$ cat src/hw/rtl/cdsb_pkg.sv
// Package with shared types, constants and weight functions of the chroma downsampler.
`timescale 1ns / 1ps
package cdsb_pkg;
  localparam int MAX_BLOCK = 4;
  localparam int MAX_LINE = 4096;
  localparam int PIXEL_BITS = 16;
  localparam int SITE_FRAC_BITS = 4;
  localparam int SITE_ONE = 1 << SITE_FRAC_BITS;
  localparam int LINE_AW = $clog2(MAX_LINE);
  localparam int ACC_W = 26;
  localparam int WSUM_W = 7;
  localparam int PROD_W = 2 * WSUM_W;

  // Register indexes.
  localparam logic [2:0] REG_IMG_W = 3'd0;
  localparam logic [2:0] REG_IMG_H = 3'd1;
  localparam logic [2:0] REG_BLK_W = 3'd2;
  localparam logic [2:0] REG_BLK_H = 3'd3;
  localparam logic [2:0] REG_U_SX = 3'd4;
  localparam logic [2:0] REG_U_SY = 3'd5;
  localparam logic [2:0] REG_V_SX = 3'd6;
  localparam logic [2:0] REG_V_SY = 3'd7;

  // Classified pixel handed from the front to the back.
  typedef struct packed {
    logic [15:0]       u;
    logic [15:0]       v;
    logic [PROD_W-1:0] wu;
    logic [PROD_W-1:0] wv;
    logic [11:0]       bc;
    logic [15:0]       br;
    logic              first;
    logic              emit;
    logic              flast;
  } work_t;

  // Hat weight of block position b for a sample point at site.
  function automatic logic [4:0] hat(input logic [5:0] site, input logic [2:0] b);
    logic signed [8:0] d;
    d = $signed({3'b0, site}) - $signed({2'b0, b, 4'b0});
    if (d < 0) d = -d;
    if (d >= 9'sd16) return 5'd0;
    return 5'(9'sd16 - d);
  endfunction

  // Sum of weights for positions first..last of a block.
  function automatic logic [WSUM_W-1:0] span(input logic [5:0] site,
                                             input logic [2:0] first,
                                             input logic [2:0] last);
    logic [WSUM_W-1:0] s;
    s = '0;
    for (int b = 0; b < MAX_BLOCK; b++) begin
      if (3'(b) >= first && 3'(b) <= last) s = s + WSUM_W'(hat(site, 3'(b)));
    end
    return s;
  endfunction
endpackage

$ cat src/hw/rtl/cdsb_fifo.sv
// Short queue between the front and the back end.
`timescale 1ns / 1ps
module cdsb_fifo (
  input  logic            clk,
  input  logic            rst_n,
  input  logic            wr_valid,
  output logic            wr_ready,
  input  cdsb_pkg::work_t wr_data,
  output logic            rd_valid,
  input  logic            rd_ready,
  output cdsb_pkg::work_t rd_data
);
  cdsb_pkg::work_t mem_r [2];
  logic       wp_r, rp_r;
  logic [1:0] cnt_r;
  logic       wr, rd;

  assign wr_ready = cnt_r != 2'd2;
  assign rd_valid = cnt_r != 2'd0;
  assign wr = wr_valid && wr_ready;
  assign rd = rd_valid && rd_ready;
  assign rd_data = mem_r[rp_r];

  always_ff @(posedge clk) begin
    if (!rst_n) begin
      wp_r <= 1'b0; rp_r <= 1'b0; cnt_r <= '0;
    end else begin
      if (wr) wp_r <= !wp_r;
      if (rd) rp_r <= !rp_r;
      cnt_r <= cnt_r + {1'b0, wr} - {1'b0, rd};
    end
  end

  always_ff @(posedge clk) begin
    if (wr) mem_r[wp_r] <= wr_data;
  end

  a_no_over: assert property (@(posedge clk) disable iff (!rst_n)
    cnt_r <= 2'd2) else $error("queue overflow");
  a_full: assert property (@(posedge clk) disable iff (!rst_n)
    cnt_r == 2'd2 && !rd_ready |=> cnt_r == 2'd2) else $error("queue count lost");
  a_empty: assert property (@(posedge clk) disable iff (!rst_n)
    cnt_r == 2'd0 && !wr_valid |=> cnt_r == 2'd0) else $error("queue invented item");
endmodule

$ cat config.mk
export PLATFORM = sky130hd
export DESIGN_NAME = cdsb_fifo
export DESIGN_NICKNAME = d
export VERILOG_FILES = /design/src/hw/rtl/cdsb_pkg.sv /design/src/hw/rtl/cdsb_fifo.sv
export SDC_FILE = /design/constraint.sdc
export NUM_CORES = 1
export LEC_CHECK = 0
export BUFFER_PORTS_ARGS = -buffer_cell sky130_fd_sc_hd__buf_2
export CAP_MARGIN = 20
export CORE_ASPECT_RATIO = 0.5
export CORE_MARGIN = 4
export CORE_UTILIZATION = 47
export DETAILED_ROUTE_END_ITERATION = 10
export PLACE_DENSITY = 0.86
export SETUP_SLACK_MARGIN = 0.4
export SLEW_MARGIN = 20
export SYNTH_ARGS = -nofsm -noshare
export SYNTH_HDL_FRONTEND = slang
export SYNTH_SLANG_ARGS = --single-unit
$ cat constraint.sdc
create_clock -name clk -period 3.4 [get_ports clk]
set_input_delay 0.51 -clock clk [delete_from_list [all_inputs] [get_ports clk]]
set_output_delay 0.51 -clock clk [all_outputs]
set_load 0.05 [all_outputs]
## After elaboration in Yosys (flattened, before gate mapping)

Memories as Yosys holds them, arrays and structs flattened. A register that Yosys moved wholly into a read port is not among the register bits.
Cells that the tools add are included.

- Memories kept: 1
- Bits in registers: 4
- Input port bits: 95
- RAM bits: 182
- Output and inout bits: 93

- Multiplexer cells: 4
- Reductions and logical operators: 5
- Eq/ne operators: 1
- $add $sub $neg: 2

Memory list:

| memory | words | bits a word | read ports | clocked after Yosys merged registers in | write ports | RTL line | RTL |
|---|---|---|---|---|---|---|---|
| mem_r | 2 | 91 | 1 | 1 | 1 | cdsb_fifo.sv:13 | `cdsb_pkg::work_t mem_r [2];` |

Operators with widths:

| cell | count |
|---|---|
| 1-bit 2-to-1 mux | 4 |
| 2-bit by 1-bit adder with 2-bit output | 1 |
| 1-bit logical AND | 2 |
| 1-bit logical NOT | 2 |
| 2-bit inequality test, second input constant | 1 |
| 2-bit nonzero test | 1 |
| 2-bit by 1-bit subtractor with 2-bit output | 1 |

## Depth between registers and ports, before layout

Gate-level depths: netlist of run 1.

- Word-level depth: 4
- Gate-level depth with buffers: 6

## Worst setup path after synthesis of run 1

OpenSTA, ideal clock, no wires.

- Path type: reg-to-reg
- From: register cnt_r[0]
- To: memory mem_r[1][0] (netlist name) (enable)
- Data arrival time: 3.150 ns
- Cell stages (with the launch flop): 3
- Clock period less this slack: 3.610 ns
- Library setup time: 0.460 ns
- Slack: -0.210 ns
- Path through: dfxtp_1 > nand2b_1 > and3_1

- Longest elaborated chain between the ends: 4

Ends and longest elaborated chain:

| what | RTL line | RTL |
|---|---|---|
| start: declaration | cdsb_fifo.sv:15 | `logic [1:0] cnt_r;` |
| start signal: assignment | cdsb_fifo.sv:30 | `cnt_r <= cnt_r + {1'b0, wr} - {1'b0, rd};` |
| 2-bit inequality test | cdsb_fifo.sv:18 | `assign wr_ready = cnt_r != 2'd2;` |
| via wr_ready | cdsb_fifo.sv:7 | `output logic wr_ready,` |
| 1-bit logical AND | cdsb_fifo.sv:20 | `assign wr = wr_valid && wr_ready;` |
| 1-bit 2-to-1 mux | cdsb_fifo.sv:35 | `if (wr) mem_r[wp_r] <= wr_data;` |
| 1-bit 2-to-1 mux (implied by the code) | cdsb_fifo.sv:35 |  |
| end: declaration | cdsb_fifo.sv:13 |  |

The timed path passes the listed nets, and every way through them passes these cells.

==> flow_summary_export.csv, run 1 <==
group,metric,value,unit
logic_synthesis,syn_nets,409,
layout,synthToLayoutAreaGrowth,25.87,%
sta,finClkSkew,0.01283,ns
clock_network,postCtsSetupBuffers,0,
global_route,grt_max_degree,54,
detailed_routing,drt_iter0_drc,210,
clock_network,path_clk_slew,0.07,ns
detailed_routing,drtAntennaViolNets,0,
layout,mostFrequentLayoutCells,"buf_2, edfxtp_1, mux2_1",
global_route,antenna_found_initial,2,
layout,drive_gt1_share,47.16,%
worst_setup_path,r2r-start,"cnt_r[1]",
power,pwr-share-clk,29.6,%
logic_synthesis,ys_seq_area_share,81.02,%
sta,slew_headroom,48.64,%
layout,fin_cells,722,
clock_network,max-clock-path-buffers,2,
power,leakagePower,3.226,nW
clock_network,htree_levels,4,
clock_network,clock_sinks,187,
floorplanning,io_pins,188,
logic_synthesis,ys_types,26,
layout,fillers,956,
worst_setup_path,critPathSlowestCell,"dfxtp_4",
worst_setup_path,r2r-end,"mem_r[0][41]",
floorplanning,fp.coreArea,13930,sq um
clock_network,cts_tree,"built",
global_route,gr-total-overflow,0,
detailed_routing,routedWlPerCell,18.52,microns
detailed_routing,vias_per_cell,4.953,
place,dp_hpwl,8965,microns
sta,fin_crit,2.562,ns
worst_setup_path,path_cells,"buf_12 > mux2_1 > buf_2",
logic_synthesis,synthCells,313,
global_route,grt_pass1_wl,20310,microns
power,ir_drop,0.0003717,V
layout,layout.nets,611,
floorplanning,dieArea,16730,sq um
power,swShare,33.84,%
sta,setup_viol,0,
sta,post-route-period-util,75.35,%
clock_network,hold_buffers,0,
sta,finalHoldViolCount,0,
power,combinationalPowerShare,28.1,%
min_path,min_path_type,"primary input to register",
sta,rsz0062_at_grt,"false",
worst_setup_path,arrival,2.05,ns
power,powerDensity,791.7,nW/um^2
worst_setup_path,crit_fanout,49,
run,maxCapViolations,0,
worst_setup_path,worstSetupPathType,"register to primary output",
place,dp_slack,1.167,ns
worst_setup_path,startpoint_type,"register",
sta,max_freq,390.4,MHz
floorplanning,rows,30,
logic_synthesis,synth_seq_cells,187,
detailed_routing,drc,0,
sta,setup_ws,0.8382,ns
worst_setup_path,rr_worst_depth,4,
place,placed_area,8031,sq um
logic_synthesis,synth.cell_area,6869,sq um
clock_network,cts_root_buf,"clkbuf_16",
floorplanning,start_util,49.33,%
floorplanning,die_h,93.49,microns
sta,tightestPinTransition,0.7704,ns
place,dp_cells,688,
detailed_routing,wl,13370,microns
layout,mostFrequentLayoutCell,"buf_2",
worst_setup_path,crit_end,"rd_data[67]",
sta,holdWs,0.2825,ns
power,p_switching,2.316,mW
logic_synthesis,synth_top_area_cell,"edfxtp_1",
logic_synthesis,yosys_warnings,0,
power,seqPwrFrac,42.4,%
logic_synthesis,synth.avg_cell_area,21.95,sq um
power,intPower,4.529,mW
place,place.gp.congestion,0.7622,
clock_network,worstSkewPairLatency,0.41,ns
place,port_buffers,187,
logic_synthesis,synth_top_area_share,79.56,%
logic_synthesis,synth.area.top_cells,"edfxtp_1, mux2_1, mux2_2, buf_6, dfxtp_1",
global_route,grt_pass1_vias,3825,
worst_setup_path,required,2.89,ns
sta,finalMaxSlewViolations,0,
worst_setup_path,r2r_slack,1.26,ns
layout,stdcell_area,8646,sq um
clock_network,ctsResizeCount,0,
status,status,"completed",
floorplanning,die_w,179.0,microns
global_route,grt_usage,16.20,%
worst_setup_path,cp-end-kind,"primary output",
detailed_routing,drt-pass1-iter-count,4,
detailed_routing,num_vias,3576,
clock_network,cts_inserted_buffers,17,
worst_setup_path,cpPeakStageDelay,0.63,ns
sta,tns,0,ns
-- cell families (layout without fill, tap and decap cells) --
family	after synthesis	count (layout)	share of synthesized area, %
buffers and inverters	12	227	1.694
adders and majority gates	1	1	0.1821
AOI/OAI and AO/OA	6	6	0.6373
muxes	91	91	14.92
and+or+nand+nor	15	15	1.421
other	0	2	0
xor gates and xnor gates	1	1	0.1275
DFF	187	187	81.02
-- Yosys cell counts (all sizes together) --
master / instances
a21bo: 1
a21oi: 1
and2: 1
and3: 2
buf: 10
dfxtp: 5
edfxtp: 182
ha: 1
inv: 2
mux2: 91
nand2b: 1
nand3: 1
nand3b: 1
nor2: 4
nor2b: 1
nor3: 1
nor4: 1
nor4bb: 1
o21ai: 2
o21ba: 1
o31a: 1
or2: 1
xor2: 1
-- through the flow --
| stage | power (mW) | util (%) |
|---|---|---|
| finish | 6.845 | 62.08 |
| global route | 7.114 | 62.08 |
| CTS | 6.907 | 62.05 |
| detailed placement | 4.886 | 57.67 |
| global placement | 4.852 | 57.67 |
| floorplan | 4.464 | - |
-- worst min path at each step --
| stage | start | to | slack [ns] | cells past startpoint |
|---|---|---|---|---|
| finish | wr_data[59] | mem_r[1][59] | 0.28 | 1 |
| global route | wr_data[8] | mem_r[0][8] | 0.26 | 1 |
| global placement | rp_r | rp_r | 0.49 | 2 |
| floorplan | rp_r | register | 0.47 | 2 |
| CTS | wr_data[59] | mem_r[1][59] | 0.26 | 1 |
| detailed placement | rp_r | register | 0.49 | 2 |
-- power by group through the flow --
stage | combinational, mW | clock, mW | sequential (mW)
after detailed placement | 1.93 | 0 | 2.95
after global placement | 1.92 | 0 | 2.94
after global routing | 2.01 | 2.18 | 2.92
after CTS | 1.94 | 2.06 | 2.91
final | 1.92 | 2.02 | 2.90
after floorplan | 1.57 | 0 | 2.89
-- area by class of cell --
cell class	instances	area, sq um	area share, %
inverters	2	11.26	0.1302
diodes	2	5.005	0.05789
repair buffers	193	1018	11.78
clock inverters	12	172.7	1.997
flip-flops and latches	187	5569	64.41
well taps	192	240.2	2.779
multi-input cells	114	1192	13.79
clock buffers	20	436.7	5.051
-- worst max-delay path: cells and delay by family, from the launching register on --
| kind | cells | cell delay, ns |
|---|---|---|
| flip-flops | 1 | 0.63 |
| multiplexers | 1 | 0.39 |
| buffers and inverters | 2 | 0.56 |
-- sequential cells by signal (all words and copies together), names as in the netlist, named ones only --
name and flops:
wp_r 1, cnt_r 2, mem_r 182, rp_r 1
-- metal layers --
layer | global-route usage [%] | vias to the layer above | wire length (microns)
li1 | - | 1651 | -
met4 | 8.807 | 0 | 438
met2 | 30.15 | 94 | 7553
met1 | 17.27 | 1805 | 4886
met3 | 3.352 | 26 | 495
met5 | 0 | - | 0
(Power assumes the default switching activity.)
==> run 2: changes to the inputs <==
--- a/config.mk
+++ b/config.mk
@@ -9,9 +9,9 @@
 export CAP_MARGIN = 20
 export CORE_ASPECT_RATIO = 0.5
 export CORE_MARGIN = 4
-export CORE_UTILIZATION = 47
+export CORE_UTILIZATION = 52
 export DETAILED_ROUTE_END_ITERATION = 10
-export PLACE_DENSITY = 0.86
+export PLACE_DENSITY = 0.89
 export SETUP_SLACK_MARGIN = 0.4
 export SLEW_MARGIN = 20
 export SYNTH_ARGS = -nofsm -noshare
==> constraint.sdc (replaced) <==
create_clock -name clk -period 2.65 [get_ports clk]
set_input_delay 0.3975 -clock clk [delete_from_list [all_inputs] [get_ports clk]]
set_output_delay 0.3975 -clock clk [all_outputs]
set_load 0.05 [all_outputs]
==> run 2 against run 1 <==
Against the previous run:
- combinational power is 35% higher
- highest routed layer unchanged
- clock power rose by 23%
- utilization is 5.8 points higher
- sequential power is 27% higher
- setup slack lost 0.27 ns
- sequential cell count stayed put
- largest power group unchanged
- first-iteration DRC count fell by 22%
- via count increased by 2.5%
- sequential share of layout area fell by 0.37 points
- die area down 9.0%
==> flow_summary_export.csv, run 2 (synthesis results as in run 1) <==
group,metric,value,unit
layout,drive_gt1_share,49.25,%
power,power,8.757,mW
detailed_routing,routedWlPerCell,19.58,microns
place,dp_hpwl,9414,microns
floorplanning,die_h,89.27,microns
layout,layout.nets,617,
layout,mostFrequentLayoutCells,"buf_2, edfxtp_1, mux2_1",
layout,top_regs,"mem_r (182), cnt_r (2)",
place,port_buffers,187,
clock_network,worstSkewPairLatency,0.42,ns
layout,largest_reg_flops,182,
layout,mostFrequentLayoutCell,"buf_2",
sta,finClkSkew,0.008792,ns
global_route,gr-total-overflow,0,
power,leakagePower,3.274,nW
min_path,min_from,"wr_data[52]",
clock_network,path_clk_slew,0.07,ns
layout,fillers,838,
worst_setup_path,worstSetupPathType,"register to primary output",
sta,rsz0062_at_grt,"false",
min_path,min_path_type,"primary input to register",
status,status,"completed",
floorplanning,die_w,170.5,microns
worst_setup_path,startpoint_type,"register",
sta,finalHoldViolCount,0,
clock_network,cts_root_buf,"clkbuf_16",
sta,fin_crit,2.085,ns
sta,slew_headroom,57.76,%
sta,post-route-period-util,78.69,%
global_route,antenna_found_initial,2,
detailed_routing,vias_per_cell,5.193,
sta,setup_viol,0,
layout,final_util,67.92,%
detailed_routing,drt-pass1-iter-count,6,
clock_network,cts_tree,"built",
sta,finalMaxSlewViolations,0,
power,powerDensity,1007,nW/um^2
global_route,grt_pass1_wl,20400,microns
worst_setup_path,required,2.25,ns
floorplanning,dieArea,15220,sq um
detailed_routing,drt_iter0_drc,164,
detailed_routing,wl,13830,microns
clock_network,clock_sinks,187,
place,place.gp.congestion,0.7156,
detailed_routing,drtAntennaViolNets,0,
clock_network,htree_levels,4,
sta,max_freq,479.5,MHz
floorplanning,rows,29,
floorplanning,io_pins,188,
global_route,grt_max_degree,39,
floorplanning,fp.coreArea,12810,sq um
worst_setup_path,arrival,1.69,ns
sta,tightestPinTransition,0.6323,ns
layout,synthToLayoutAreaGrowth,26.65,%
worst_setup_path,r2r-start,"cnt_r[0]",
run,maxCapViolations,0,
detailed_routing,num_vias,3666,
floorplanning,start_util,53.63,%
layout,regMostFlops,"mem_r",
clock_network,max-clock-path-buffers,2,
sta,holdWs,0.1662,ns
sta,tns,0,ns
worst_setup_path,cp-end-kind,"primary output",
power,ir_drop,0.0005773,V
global_route,grt_pass1_vias,3893,
global_route,grt_usage,18.16,%
detailed_routing,drc,0,
worst_setup_path,crit_fanout,32,
clock_network,cts_inserted_buffers,17,
## run 2: cell types whose count changed in the layout (fill, tap and decap cells not counted), sizes merged
cell | before | now
clkbuf | 20 | 17
bufinv | 4 | 1
clkinv | 5 | 4
buf | 193 | 199
inv | 1 | 9
clkinvlp | 4 | 3
## run 2: through the flow
step                setup slack, ns  cells  cell area (sq um)
floorplan                    0.1835    313               6884
global placement             0.7150    669               8087
detailed placement           0.6886    669               8087
CTS                          0.4440    701               8672
global route                 0.4819    706               8700
finish                       0.5646    706               8700
## run 2: layout make-up
| type | count | area (sq um) | area share, % |
|---|---|---|---|
| Antenna cell | 2 | 5.005 | 0.05753 |
| Clock buffer | 17 | 425.4 | 4.890 |
| Clock inverter | 15 | 156.4 | 1.798 |
| Inverter | 2 | 11.26 | 0.1294 |
| Multi-Input combinational cell | 114 | 1200 | 13.79 |
| Sequential cell | 187 | 5572 | 64.04 |
| Tap cell | 170 | 212.7 | 2.445 |
| Timing Repair Buffer | 199 | 1117 | 12.84 |
## run 2: per-layer routing
layer / wire length (microns) / GRT usage [%] / vias to the layer above
li1: - / - / 1670
met1: 5089 / 19.98 / 1860
met2: 7831 / 33.95 / 106
met3: 519 / 3.710 / 30
met4: 384 / 9.710 / 0
met5: 0 / 0 / -
## run 2: worst paths after layout
kind,to,slack (ns),cells after the start
worst min register to register,register,0.52,2
worst max-delay path,rd_data[33],0.56,3
worst max register to register,mem_r[0][34],0.76,4
worst min-delay path,mem_r[1][52],0.17,1
## run 2: timing repair
item | in CTS | in global routing
hold buffers | 0 | 0
setup endpoints to repair | 5 | 4
buffers inserted | 0 | 3
endpoints found under the hold margin | 0 | 0
gates resized for setup | 1 | 0
## run 2: critical path, cell delays in order (launching register included)
cell and delay (ns):
dfxtp_4 0.44, buf_12 0.23, mux2_2 0.37, buf_2 0.22
## run 2: power breakdown
part	switching (mW)	internal (mW)	total (mW)
sequential	0.0967	3.59	3.69
combinational	1.89	0.707	2.59
clock	1.14	1.34	2.48
