<file path="src/hw/rtl/cdsb_pkg.sv">
// Package with shared types, constants and weight functions of the chroma downsampler.
`timescale 1ns / 1ps
package cdsb_pkg;
  localparam int MAX_BLOCK = 4;
  localparam int MAX_LINE = 4096;
  localparam int PIXEL_BITS = 16;
  localparam int SITE_FRAC_BITS = 4;
  localparam int SITE_ONE = 1 << SITE_FRAC_BITS;
  localparam int LINE_AW = $clog2(MAX_LINE);
  localparam int ACC_W = 26;
  localparam int WSUM_W = 7;
  localparam int PROD_W = 2 * WSUM_W;

  // Register indexes.
  localparam logic [2:0] REG_IMG_W = 3'd0;
  localparam logic [2:0] REG_IMG_H = 3'd1;
  localparam logic [2:0] REG_BLK_W = 3'd2;
  localparam logic [2:0] REG_BLK_H = 3'd3;
  localparam logic [2:0] REG_U_SX = 3'd4;
  localparam logic [2:0] REG_U_SY = 3'd5;
  localparam logic [2:0] REG_V_SX = 3'd6;
  localparam logic [2:0] REG_V_SY = 3'd7;

  // Classified pixel handed from the front to the back.
  typedef struct packed {
    logic [15:0]       u;
    logic [15:0]       v;
    logic [PROD_W-1:0] wu;
    logic [PROD_W-1:0] wv;
    logic [11:0]       bc;
    logic [15:0]       br;
    logic              first;
    logic              emit;
    logic              flast;
  } work_t;

  // Hat weight of block position b for a sample point at site.
  function automatic logic [4:0] hat(input logic [5:0] site, input logic [2:0] b);
    logic signed [8:0] d;
    d = $signed({3'b0, site}) - $signed({2'b0, b, 4'b0});
    if (d < 0) d = -d;
    if (d >= 9'sd16) return 5'd0;
    return 5'(9'sd16 - d);
  endfunction

  // Sum of weights for positions first..last of a block.
  function automatic logic [WSUM_W-1:0] span(input logic [5:0] site,
                                             input logic [2:0] first,
                                             input logic [2:0] last);
    logic [WSUM_W-1:0] s;
    s = '0;
    for (int b = 0; b < MAX_BLOCK; b++) begin
      if (3'(b) >= first && 3'(b) <= last) s = s + WSUM_W'(hat(site, 3'(b)));
    end
    return s;
  endfunction
endpackage

</file>
<file path="src/hw/rtl/cdsb_front.sv">
// Front end: raster position tracking and weight classification of each pixel.
`timescale 1ns / 1ps
module cdsb_front (
  input  logic               clk,
  input  logic               rst_n,
  input  logic               restart,
  input  logic [12:0]        image_width,
  input  logic [15:0]        image_height,
  input  logic [2:0]         block_width,
  input  logic [2:0]         block_height,
  input  logic [5:0]         u_site_x,
  input  logic [5:0]         u_site_y,
  input  logic [5:0]         v_site_x,
  input  logic [5:0]         v_site_y,
  input  logic               in_valid,
  output logic               in_ready,
  input  logic [15:0]        u_in,
  input  logic [15:0]        v_in,
  output logic               q_valid,
  input  logic               q_ready,
  output cdsb_pkg::work_t    q_data
);
  logic [11:0] col_r, col_nxt;
  logic [15:0] row_r, row_nxt;
  logic [2:0]  bx_r, bx_nxt, by_r, by_nxt;
  logic [11:0] bc_r, bc_nxt;
  logic [15:0] br_r, br_nxt;
  logic        q_valid_r;
  cdsb_pkg::work_t q_data_r;

  logic [12:0] w;
  logic [15:0] h;
  logic [2:0]  bw, bh;
  logic        last_col, last_row;
  logic [2:0]  bx_end, by_end;
  logic [cdsb_pkg::WSUM_W-1:0] sux, suy, svx, svy;
  logic        fire;

  // Clamp the geometry registers.
  always_comb begin
    w = (image_width == 13'd0) ? 13'd1 :
        (image_width > 13'(cdsb_pkg::MAX_LINE)) ? 13'(cdsb_pkg::MAX_LINE) : image_width;
    h = (image_height == 16'd0) ? 16'd1 : image_height;
    bw = (block_width == 3'd0) ? 3'd1 :
         (block_width > 3'(cdsb_pkg::MAX_BLOCK)) ? 3'(cdsb_pkg::MAX_BLOCK) : block_width;
    bh = (block_height == 3'd0) ? 3'd1 :
         (block_height > 3'(cdsb_pkg::MAX_BLOCK)) ? 3'(cdsb_pkg::MAX_BLOCK) : block_height;
  end

  // Classify the current position.
  always_comb begin
    last_col = ({1'b0, col_r} == w - 13'd1);
    last_row = (row_r == h - 16'd1);
    bx_end = last_col ? bw - 3'd1 : bx_r;
    by_end = last_row ? bh - 3'd1 : by_r;
    sux = cdsb_pkg::span(u_site_x, bx_r, bx_end);
    suy = cdsb_pkg::span(u_site_y, by_r, by_end);
    svx = cdsb_pkg::span(v_site_x, bx_r, bx_end);
    svy = cdsb_pkg::span(v_site_y, by_r, by_end);
  end

  assign in_ready = !q_valid_r || q_ready;
  assign fire = in_valid && in_ready;

  // Advance the raster and block counters.
  always_comb begin
    col_nxt = col_r; row_nxt = row_r; bx_nxt = bx_r; by_nxt = by_r;
    bc_nxt = bc_r; br_nxt = br_r;
    if (fire) begin
      if (last_col) begin
        col_nxt = '0; bx_nxt = '0; bc_nxt = '0;
        if (last_row) begin
          row_nxt = '0; by_nxt = '0; br_nxt = '0;
        end else begin
          row_nxt = row_r + 16'd1;
          if (by_r == bh - 3'd1) begin
            by_nxt = '0; br_nxt = br_r + 16'd1;
          end else begin
            by_nxt = by_r + 3'd1;
          end
        end
      end else begin
        col_nxt = col_r + 12'd1;
        if (bx_r == bw - 3'd1) begin
          bx_nxt = '0; bc_nxt = bc_r + 12'd1;
        end else begin
          bx_nxt = bx_r + 3'd1;
        end
      end
    end
  end

  always_ff @(posedge clk) begin
    if (!rst_n || restart) begin
      col_r <= '0; row_r <= '0; bx_r <= '0; by_r <= '0; bc_r <= '0; br_r <= '0;
    end else begin
      col_r <= col_nxt; row_r <= row_nxt; bx_r <= bx_nxt; by_r <= by_nxt;
      bc_r <= bc_nxt; br_r <= br_nxt;
    end
  end

  // Output register toward the queue.
  always_ff @(posedge clk) begin
    if (!rst_n) begin
      q_valid_r <= 1'b0;
    end else if (in_ready) begin
      q_valid_r <= in_valid;
    end
  end

  always_ff @(posedge clk) begin
    if (fire) begin
      q_data_r.u <= u_in;
      q_data_r.v <= v_in;
      q_data_r.wu <= cdsb_pkg::PROD_W'(sux) * cdsb_pkg::PROD_W'(suy);
      q_data_r.wv <= cdsb_pkg::PROD_W'(svx) * cdsb_pkg::PROD_W'(svy);
      q_data_r.bc <= bc_r;
      q_data_r.br <= br_r;
      q_data_r.first <= (bx_r == 3'd0) && (by_r == 3'd0);
      q_data_r.emit <= (bx_r == bw - 3'd1 || last_col) && (by_r == bh - 3'd1 || last_row);
      q_data_r.flast <= last_col && last_row;
    end
  end

  assign q_valid = q_valid_r;
  assign q_data = q_data_r;

  // The pixel column stays below the maximum line length.
  a_col_in_range: assert property (@(posedge clk) disable iff (!rst_n)
    {1'b0, col_r} < 13'(cdsb_pkg::MAX_LINE)) else $error("column out of range");
  a_bx_in_block: assert property (@(posedge clk) disable iff (!rst_n)
    bx_r < 3'(cdsb_pkg::MAX_BLOCK)) else $error("bx out of block");
  a_hold: assert property (@(posedge clk) disable iff (!rst_n)
    q_valid && !q_ready |=> q_valid) else $error("queue item dropped");
endmodule

</file>
<file path="config.mk">
export PLATFORM = sky130hd
export DESIGN_NAME = cdsb_front
export DESIGN_NICKNAME = d
export VERILOG_FILES = /design/src/hw/rtl/cdsb_pkg.sv /design/src/hw/rtl/cdsb_front.sv
export SDC_FILE = /design/constraint.sdc
export NUM_CORES = 1
export LEC_CHECK = 0
export BUFFER_PORTS_ARGS = -buffer_cell sky130_fd_sc_hd__buf_2
export CORE_MARGIN = 4
export CORE_UTILIZATION = 50
export DETAILED_ROUTE_END_ITERATION = 7
export GPL_ROUTABILITY_DRIVEN = 0
export GPL_TIMING_DRIVEN = 0
export MAX_ROUTING_LAYER = met4
export PLACE_DENSITY = 0.78
export SKIP_CTS_REPAIR_TIMING = 1
export SLEW_MARGIN = 20
export SYNTH_ARGS = -nofsm -noshare
export SYNTH_HDL_FRONTEND = slang
export SYNTH_SLANG_ARGS = --single-unit
export TNS_END_PERCENT = 5
</file>
<file path="constraint.sdc">
create_clock -name clk -period 11.04 [get_ports clk]
set_input_delay 0 -clock clk [delete_from_list [all_inputs] [get_ports clk]]
set_output_delay 0 -clock clk [all_outputs]
set_load 0.05 [all_outputs]
</file>
## Word level (Yosys, flattened, before mapping)

Cells that the tools add are included.

- Flip-flop bits (word level): 154
- Input port bits: 96
- Output and inout port bits: 93
- Logic and storage cells: 311

- $add $sub $neg: 66
- Multipliers: 2
- Magnitude comparators: 51
- Equal/unequal tests: 4
- Muxes and demuxes: 143
- Reductions and logical operators: 29

Operators by type and width:

| cell | count |
|---|---|
| $mux 9 | 32 |
| $mux 5 | 48 |
| $ge 9x6->1 const B | 16 |
| $neg 7->9 | 12 |
| $add 7x5->7 | 12 |
| $lt 7x1->1 const B | 12 |
| $mux 7 | 12 |
| $sub 5x5->5 const A | 16 |
| $mux 16 | 4 |
| $sub 6x6->7 const B | 8 |
| $mux 12 | 3 |
| $neg 6->9 | 4 |
| $add 16x1->16 const B | 2 |
| $mux 1 | 32 |
| $mux 3 | 10 |
| $mul 7x7->14 | 2 |
| $sub 6x5->7 const B | 4 |
| $mux 13 | 2 |
| $add 12x1->12 const B | 2 |
| $lt 6x1->1 const B | 4 |
| $eq 16x16->1 | 1 |
| $logic_not 16->1 | 1 |
| $sub 16x1->16 const B | 1 |
| $eq 12x13->1 | 1 |
| 18 further kinds | 54 |

## Depth between registers and ports, before layout

Gate-level depths: netlist of the first run.

- Word-level depth: 21
- Gate-level depth with buffers: 48
- Depth with buffers taken out: 47

## Worst setup path after synthesis of the first run

Ideal clock, no wire load.

- Path type: input -> register
- Start: in image_height[12]
- End: reg q_data_r, in the netlist q_data[44], data pin
- Setup time: 260 ps
- Arrival: 9544 ps
- Setup slack: 1236 ps
- Cell stages on the path: 43
- Path through: or4_4 nor3_1 a31oi_1 ha_1 xor2_1 o211ai_1 a2111oi_0 nand2b_1 nor4b_2 nand4_4 mux2_4 mux2_2 ha_1 ha_1 a31oi_2 xnor2_1 mux2_2 ha_1 [7 not listed] inv_1 o31a_1 o211a_1 or2_2 fa_1 fa_1 inv_1 fa_1 fa_1 ha_1 a21oi_1 o21ai_0 a21oi_1 o21bai_1 a21oi_1 o21bai_1 a21oi_1 xnor2_1

- Word-level cells in the longest chain between the ends: 15

Ends and longest elaborated chain:

| item | RTL line | source |
|---|---|---|
| from (decl) | cdsb_front.sv:8 | `input logic [15:0] image_height,` |
| $logic_not 16->1 | cdsb_front.sv:43 | `h = (image_height == 16'd0) ? 16'd1 : image_height;` |
| $mux 16 * | cdsb_front.sv:43 |  |
| $sub 16x1->16 * | cdsb_front.sv:53 | `last_row = (row_r == h - 16'd1);` |
| $eq 16x16->1 * | cdsb_front.sv:53 |  |
| $mux 3 * | cdsb_front.sv:55 | `by_end = last_row ? bh - 3'd1 : by_r;` |
| $le 1x3->1 | cdsb_pkg.sv:53 | `if (3'(b) >= first && 3'(b) <= last) s = s + WSUM_W'(hat(site, 3'(b)));` |
| $logic_and 1x1->1 | cdsb_pkg.sv:53 |  |
| $mux 5 | cdsb_pkg.sv:53 |  |
| $add 7x5->7 | cdsb_pkg.sv:53 |  |
| $mux 7 | cdsb_pkg.sv:53 |  |
| $add 7x5->7 | cdsb_pkg.sv:53 |  |
| $mux 7 | cdsb_pkg.sv:53 |  |
| $add 7x5->7 | cdsb_pkg.sv:53 |  |
| $mux 7 * | cdsb_pkg.sv:53 |  |
| $mul 7x7->14 * | cdsb_front.sv:116 | `q_data_r.wv <= cdsb_pkg::PROD_W'(svx) * cdsb_pkg::PROD_W'(svy);` |
| to (decl) | cdsb_front.sv:29 | `cdsb_pkg::work_t q_data_r;` |

Mark *: on every way between the ends. The rest lies on a longest branch, timed or not.
A chain may end at the register's enable or synchronous reset.

## Worst setup path in the final report of the first run

Ends and elaborated chain as after synthesis.

==> results.md, run 1 <==
Worst setup path:
- By startpoint and endpoint, the worst setup path is classified as in2reg.
- For flop-to-flop paths, the worst setup slack is 0.87 ns.
- The critical path contains buffers and inverters numbering 3 combined.
- At the worst endpoint, the required time is 11.21 ns.
- The worst path arrival time is 10.63 ns.
- The source of the worst register-to-register timing path is by_r[1].
- The terminus of the critical flop-to-flop path is q_data[44].
- STA classifies the critical path endpoint as a flip-flop.
- Broken down by cell family, the worst path's largest delay share belongs to adder cells.
- The depth of the most critical reg-to-reg path is 43.
- The critical path launch point type is a primary input.
- On the critical path, the stage with the largest delay is an instance of sky130_fd_sc_hd__or4_4.
- The delay of the slowest cell on the worst path is 0.58 ns.
- The launch point of the critical path is image_height[12].
- In this run the worst path has a maximum fanout of 8.

Synth:
- The number of warning messages in the yosys log is 0.
- The post-synthesis cell type count is around 90.
- The most instantiated flip-flop cell in the synthesis netlist is sky130_fd_sc_hd__edfxtp_1.
- When the netlist entered floorplanning its net count stood at about 2.2k.
- The netlist area before placement is 16100 um^2.
- The count of state elements after synthesis is 154.
- The share of synthesized area occupied by flip-flops and latches is approximately a quarter.
- The fraction of synthesis flops using an asynchronous set or reset pin is 0%.
- The number of flops mapped to enable cells by yosys is 91.
- The synthesized area divided by synthesized cell count is 8.72 um^2.
- The count of mapped cells out of synthesis is 1851.

Outcome:
- The run finished with clean final reports.

Floorplanning:
- The core region is 31700 um^2.
- Once the floorplan was initialized, standard cells occupied about half of the core.
- The die height is 188 um.
- The die is 188 um wide.
- The floorplan step defined a die boundary enclosing 35200 um^2.
- about 190 I/O pins were placed.
- The total number of placement rows is 65.

CTS:
- The cell sitting at the root of the clock tree is a sky130_fd_sc_hd__clkbuf_16.
- The maximum clock path buffer count is 2.
- The clock latency at the later pin of the worst-skew pair is between 0.4 and 0.5 ns.
- After clock tree synthesis, the clock-pin slew on the worst setup and hold paths is 0.07 ns.
- TritonCTS created 17 clock buffers.
- The CTS tree is built.
- The tree built by TritonCTS fans out to between 150 and 200 sinks.
- The H-tree depth is 4.

Routing:
- The detailed-router iteration count before antenna repair is 7.
- The remaining number of nets flagged by the antenna check after routing is 0.
- For this run, design rule violations remaining after detail routing come to 0.
- The number of DRC violations after detailed-routing iteration 0 is 697.
- In the final routed layout, each cell accounts on average for 15.1 um.
- The highest routing layer actually used is met4.
- The overall routed net length is 37.8 mm.
- Using the TritonRoute via totals, the vias-per-cell ratio works out to approximately 5.5.
- Summed over all nets, wire length on met2 after detailed routing comes to 18.6 mm.
- The routed design uses 1.87 mm of met3 wire.
- The vias after detailed routing is roughly 14k.
- The detailed router put a total of 16.6 mm of wire on met1.

Cells and area:
- Summing all multi-input logic gate instances after layout gives 11400 um^2.
- The number of nets in the final layout is 2413.
- Cells fill 58.6% of the core in the end.
- The footprint of the flip-flops and latches is 3990 um^2.
- The number of diodes added for antenna fixing is 0.
- The synthesis-to-layout area growth is 15.1%.
- The filler cell count in the final layout is 2691.
- The layout cell share with drive strength beyond 1 is 15.2%.

Pwr:
- For this design the ratio of total power to cell area is 89.2 nW/um^2.
- In this run the static leakage power is 8.25 nW.
- VDD sags by at most 0.0691 mV.

Global routing:
- The total congestion overflow after global routing is 0.
- The number of global-route vias before repair was 13.4k.
- The overall global routing resource usage is 21.5%.
- The wire length of the first global-routing pass is 63.3 mm.
- Entering global routing, the biggest net connects 58 pins.
- The number of antenna violations at the first check in global routing is 0.

Timing:
- Timing would allow up to 95.6 MHz.
- The transition at the pin with the smallest max-transition slack is 0.762 ns.
- The final number of hold-violating endpoints was 0.
- The worst slack on hold paths is 0.134 ns.
- Setup repair after global routing could not meet its margin everywhere.
- Setup violations remaining at the end of the flow were counted as 0.
- The clock period minus worst slack is 10.46 ns.
- The worst clock skew is 0.0108 ns.
- The count of final max-slew check failures is 0.
- The worst pin sits at a relative slew slack of just under 50%.
- The post-route clock period utilization is 94.7%.

Place:
- The HPWL reported at the end of detailed placement is 29.5 mm.
- Input and output buffers added on the ports amount to around 180.

Hold path:
- In this run the worst hold path is classified as in2reg.
- The end point of the most critical hold path is col_r[1].
- Along the worst hold path, the cell count comes to 4.
- The startpoint identified for the worst hold timing path is in_valid.

Run:
- Across the run, the number of max-cap violations was 0.
[power breakdown]
group          internal (W)  total (W)  leakage [nW]  switching, W
clock network      0.000316   0.000575         0.272      0.000259
registers          0.000629   0.000635          1.41    0.00000582
logic              0.000164   0.000448          6.57      0.000285
[state kept, by name, summed over array words and instances, names as in the netlist]
name,count
br_r,16
bc_r,12
bx_r,3
col_r,12
q_data,91
q_valid,1
row_r,16
by_r,3
[stage by stage]
stage	std cells	worst slack [ns]	setup TNS [ns]	power, W	cell area, um^2
finish	2502	0.582	0	0.00166	18600
global route	2502	-0.0582	-0.0660	0.00175	18600
CTS	2467	0.319	0	0.00166	18200
detailed placement	2435	-0.142	-0.214	0.00108	17600
global placement	2434	0.0692	0	0.00107	17600
floorplan	1851	1.24	0	0.000976	16100
[layout make-up]
type                       instances  area share [%]
buffer                            58            1.41
clock buffer                      18            2.31
clock inverter                    14           0.747
inverter                         154            3.13
multi-input combinational       1483            61.2
sequential                       154            21.5
tap                              402            2.71
timing repair buffer             219            6.99
[per-layer routing]
metal / track usage, % / vias up
met2: 36.7 / 360
li1: - / 6894
met3: 3.03 / 67
met5: - / -
met1: 26.9 / 6562
met4: 5.93 / 0
[worst min-delay path, delay by kind of cell]
| family | cells | cell delay [ns] |
|---|---|---|
| simple gates | 2 | 0.31 |
| buf+inv | 1 | 0.11 |
| compound gates | 1 | 0.11 |
[cell usage after synthesis (39+ instances only)]
master	instances	share of area, %
sky130_fd_sc_hd__nor3_1	45	1.4
sky130_fd_sc_hd__nor2_1	263	6.1
sky130_fd_sc_hd__fa_1	59	7.3
sky130_fd_sc_hd__inv_1	153	3.6
sky130_fd_sc_hd__a21oi_1	120	3.7
sky130_fd_sc_hd__edfxtp_1	91	17
sky130_fd_sc_hd__nand3_1	39	1.2
sky130_fd_sc_hd__xor2_1	61	3.3
sky130_fd_sc_hd__o21ai_0	65	2.0
sky130_fd_sc_hd__nand2_1	71	1.7
sky130_fd_sc_hd__xnor2_1	133	7.2
sky130_fd_sc_hd__ha_1	171	13
sky130_fd_sc_hd__clkbuf_1	48	1.1
sky130_fd_sc_hd__dfxtp_1	63	7.8
[worst max-delay path by stage]
stage / end / depth (start not counted)
2_1_floorplan: q_data[44] / 43
3_3_place_gp: q_data[44] / 46
3_5_place_dp: q_data[44] / 46
4_1_cts: q_data[44] / 46
5_1_grt: q_data[44] / 44
6_report: q_data[44] / 44
[cell families (layout without fill, tap and decap cells)]
group                      count (synthesis)  after routing  synth area share, %
adders and majority gates                230            230                 20.6
buffers and inverters                    214            463                 5.22
and+or+nand+nor                          655            655                 20.4
muxes                                     67             67                 4.67
AOI/OAI and AO/OA                        336            336                 13.7
DFF                                      154            154                 24.7
xor gates and xnor gates                 195            195                 10.7
[cells in the final DEF (no fill, tap or decap), drive strengths merged, types with 7 or more instances in the layout]
cell         synthesis  routed
a31oi                9       9
o21bai              17      17
buf                 11     195
nor3b               11      11
a211oi               7       7
and2                19      19
fa                  59      59
or4                  7       7
nand3               39      39
ha                 171     171
o31ai               13      13
or2                 25      25
dfxtp               63      63
nand4               19      19
mux2i               29      29
mux2                38      38
nor2               264     264
o21a                18      18
nor2b               31      31
o21ai               77      77
clkbuf              49      65
nor4                11      11
nor3                47      47
dlygate4sd3          0      35
inv                153     159
a21o                27      27
xor2                61      61
nand2               71      71
or3                 27      27
edfxtp              91      91
nand2b              34      34
xnor2              133     133
a21oi              120     120
and3                31      31
(Power assumes the default switching activity.)
==> run 2, diff against run 1 <==
==> constraint.sdc (replaced) <==
create_clock -name clk -period 11.04 [get_ports clk]
set_input_delay 0.552 -clock clk [delete_from_list [all_inputs] [get_ports clk]]
set_output_delay 0.552 -clock clk [all_outputs]
set_load 0.05 [all_outputs]
==> run 2 against run 1 <==
  * First-iteration DRC count rose by 10%
  * Largest power group unchanged
  * Clock power barely moved
  * Via count fell by 1.1%
  * Sequential share of layout area rose by 0.28 points
==> results.md, run 2 (same netlist as run 1, synthesis figures left out) <==
Place:
- The number of cells after detailed placement is 2435 (unchanged).
- The port buffer count is 181 (unchanged).
- The HPWL reported at the end of detailed placement is 29.5 mm (unchanged).

Floorplanning:
- The die height came to 188 um (unchanged).
- The effective utilization at floorplan is 50.9% (unchanged).
- The total number of placement rows is 65 (unchanged).
- The number of top-level pins is 189 (unchanged).
- The width of the die was 188 um (unchanged).
- The area of the die is 35200 um^2 (unchanged).
- The total core area is 31700 um^2 (unchanged).

Routing:
- The vias after detailed routing came to 13.7k (-1.1%).
- The routed via count divided by cell count came to 5.56 (+0.21%).
- The number of DRC violations after detailed-routing iteration 0 is 767 (+10%).
- The wire length per cell after detailed routing came to 15.1 um (+0.13%).
- The detailed-router iteration count before antenna repair is 7 (unchanged).
- The overall routed net length was 37.4 mm (-1.2%).
- The remaining number of nets flagged by the antenna check after routing came to 0 (unchanged).
- The DRC violation count after routing was 0 (unchanged).

Cells and area:
- The number of diodes added for antenna fixing is 0 (unchanged).
- The multi-input combinational cell area is 11400 um^2 (+0.66%).
- The layout cell share with drive strength beyond 1 is 16.5% (+1.3 points).
- The post-layout instance count excluding filler cells is 2470 (-1.3%).
- The area growth from synthesis to layout is 13.6%.
- The footprint of the flip-flops and latches came to 3990 um^2 (unchanged).
- The filler cell count in the final layout is 2728 (+1.4%).
- In the layout the commonest cells are 262 x sky130_fd_sc_hd__nor2_1, 187 x sky130_fd_sc_hd__buf_2, 166 x sky130_fd_sc_hd__ha_1.
- The number of nets in the final layout is 2381 (-1.3%).
- The number of flip-flops in the largest register is 91 (unchanged).
- The library cell used most frequently in the layout, excluding fill and tap cells, is sky130_fd_sc_hd__nor2_1.
- The core occupancy in the finished layout is 57.8% (-0.75 points).

Worst setup path:
- The worst endpoint required time came to 11.21 ns (about the same).
- The worst path arrival time is 10.72 ns (+0.09 ns).
- The largest fanout on the critical path is 10 (+2).
- The worst setup path is captured at a flip-flop.
- On the critical path, the stage with the largest delay is an instance of sky130_fd_sc_hd__or4_4.
- The setup path with the least slack is of type in2reg.
- The critical path launch point type is a primary input.
- The delay of the slowest cell on the worst path is 0.58 ns (about the same).
- The cell occurring most often along the worst timing path is sky130_fd_sc_hd__fa_1.

Global routing:
- The global-route met3 utilization was 3.03% (unchanged).
- The maximum number of pins on one net before global-route repair is 58 (unchanged).
- The overall global routing resource usage is 21.5% (unchanged).
- The number of global-route vias before repair is 13.4k (unchanged).
- The total congestion overflow after global routing is 0 (unchanged).
- The global-route layer with the greatest usage is met2.
- The number of antenna violations at the first check in global routing is 0 (unchanged).
- The global-route met2 utilization is 36.7% (unchanged).
- The wire length of the first global-routing pass was 63.3 mm (unchanged).
- The met1 layer usage reported by global route came to 26.9% (unchanged).

Hold path:
- The worst hold path belongs to the class in2reg.

Timing:
- The worst max-slew margin expressed relative to the limit is 48.3% (-0.52 points).
- The count of final max-slew check failures is 0 (unchanged).
- The transition at the pin with the smallest max-transition slack is 0.770 ns (+0.00770 ns).
- The post-route clock period utilization is 95.6% (+0.90 points).
- The setup TNS came to 0 ns (unchanged).
- The clock period minus worst slack was 10.56 ns (+0.0999 ns).
- The number of failing setup endpoints in the final timing report is 0 (unchanged).
- The achievable clock frequency is 94.7 MHz (-0.95%).
- The final number of hold-violating endpoints came to 0 (unchanged).
- The worst clock skew is 0.0144 ns (+0.00363 ns).
- The worst slack on hold paths was 0.292 ns (+0.158 ns).

CTS:
- The H-tree depth came to 4 (unchanged).
- The maximum clock path buffer count is 2 (unchanged).
- The clock latency at the later pin of the worst-skew pair is 0.43 ns (about the same).
- The number of buffers created by CTS is 17 (unchanged).
- The cell sitting at the root of the clock tree is a sky130_fd_sc_hd__clkbuf_16.
- The clock-pin slew reported for the worst setup and hold paths after clock tree synthesis was 0.07 ns (about the same).
- The CTS sink count is 154 (unchanged).
- The CTS tree is built.

Outcome:
- The run finished with clean final reports.

Pwr:
- The power per cell area is 89.9 nW/um^2 (+0.76%).
- The worst voltage drop across the vdd grid is 0.0691 mV (about the same).
- The reported leakage power is 8.12 nW (-1.6%).
- The power after layout is 0.00165 W (-0.54%).

Run:
- The max capacitance violation total is 0 (unchanged).
## run 2: layer usage
metal | routed length (um) | up-vias
met3 | 1700 | 60
met4 | 720 | 0
met2 | 18500 | 336
met1 | 16500 | 6514
li1 | - | 6824
met5 | 0 | -
## run 2: critical path, delay by kind of cell
| family | cells | cell delay (ns) |
|---|---|---|
| AOI/OAI and AO/OA | 15 | 2.61 |
| xor gates and xnor gates | 4 | 0.52 |
| adders and majority gates | 8 | 3.29 |
| buffers and inverters | 4 | 0.42 |
| muxes | 4 | 1.16 |
| and+or+nand+nor | 9 | 2.19 |
## run 2: area by class of cell
| class | count | area share [%] |
|---|---|---|
| Clock inverter | 14 | 0.757 |
| Clock buffer | 18 | 2.34 |
| Tap cell | 402 | 2.74 |
| Sequential cell | 154 | 21.8 |
| Inverter | 154 | 3.17 |
| Multi-Input combinational cell | 1483 | 62.4 |
| Buffer | 54 | 1.34 |
| Timing Repair Buffer | 191 | 5.46 |
## run 2: path summary, 6_finish.rpt
kind	startpoint	end	slack, ns	depth (start not counted)
worst max-delay path	image_height[12]	q_data[44]	0.48	44
worst max register to register	by_r[1]	q_data[44]	0.96	43
worst min-delay path	u_in[11]	q_data[86]	0.29	1
worst min register to register	bc_r[11]	q_data[30]	0.46	0
## run 2: report_power, final
group	internal [W]	total [W]	switching [W]
Combinational	0.000157	0.000441	0.000284
Clock	0.000316	0.000573	0.000258
Sequential	0.000629	0.000634	0.00000562
Total	0.00110	0.00165	0.000547
## run 2: metrics by stage
stage / instance area [um^2] / setup slack, ns
CTS: 18200 / -0.233
global route: 18300 / -0.103
floorplan: 16100 / 0.684
finish: 18300 / 0.482
global placement: 17600 / -0.483
detailed placement: 17600 / -0.694
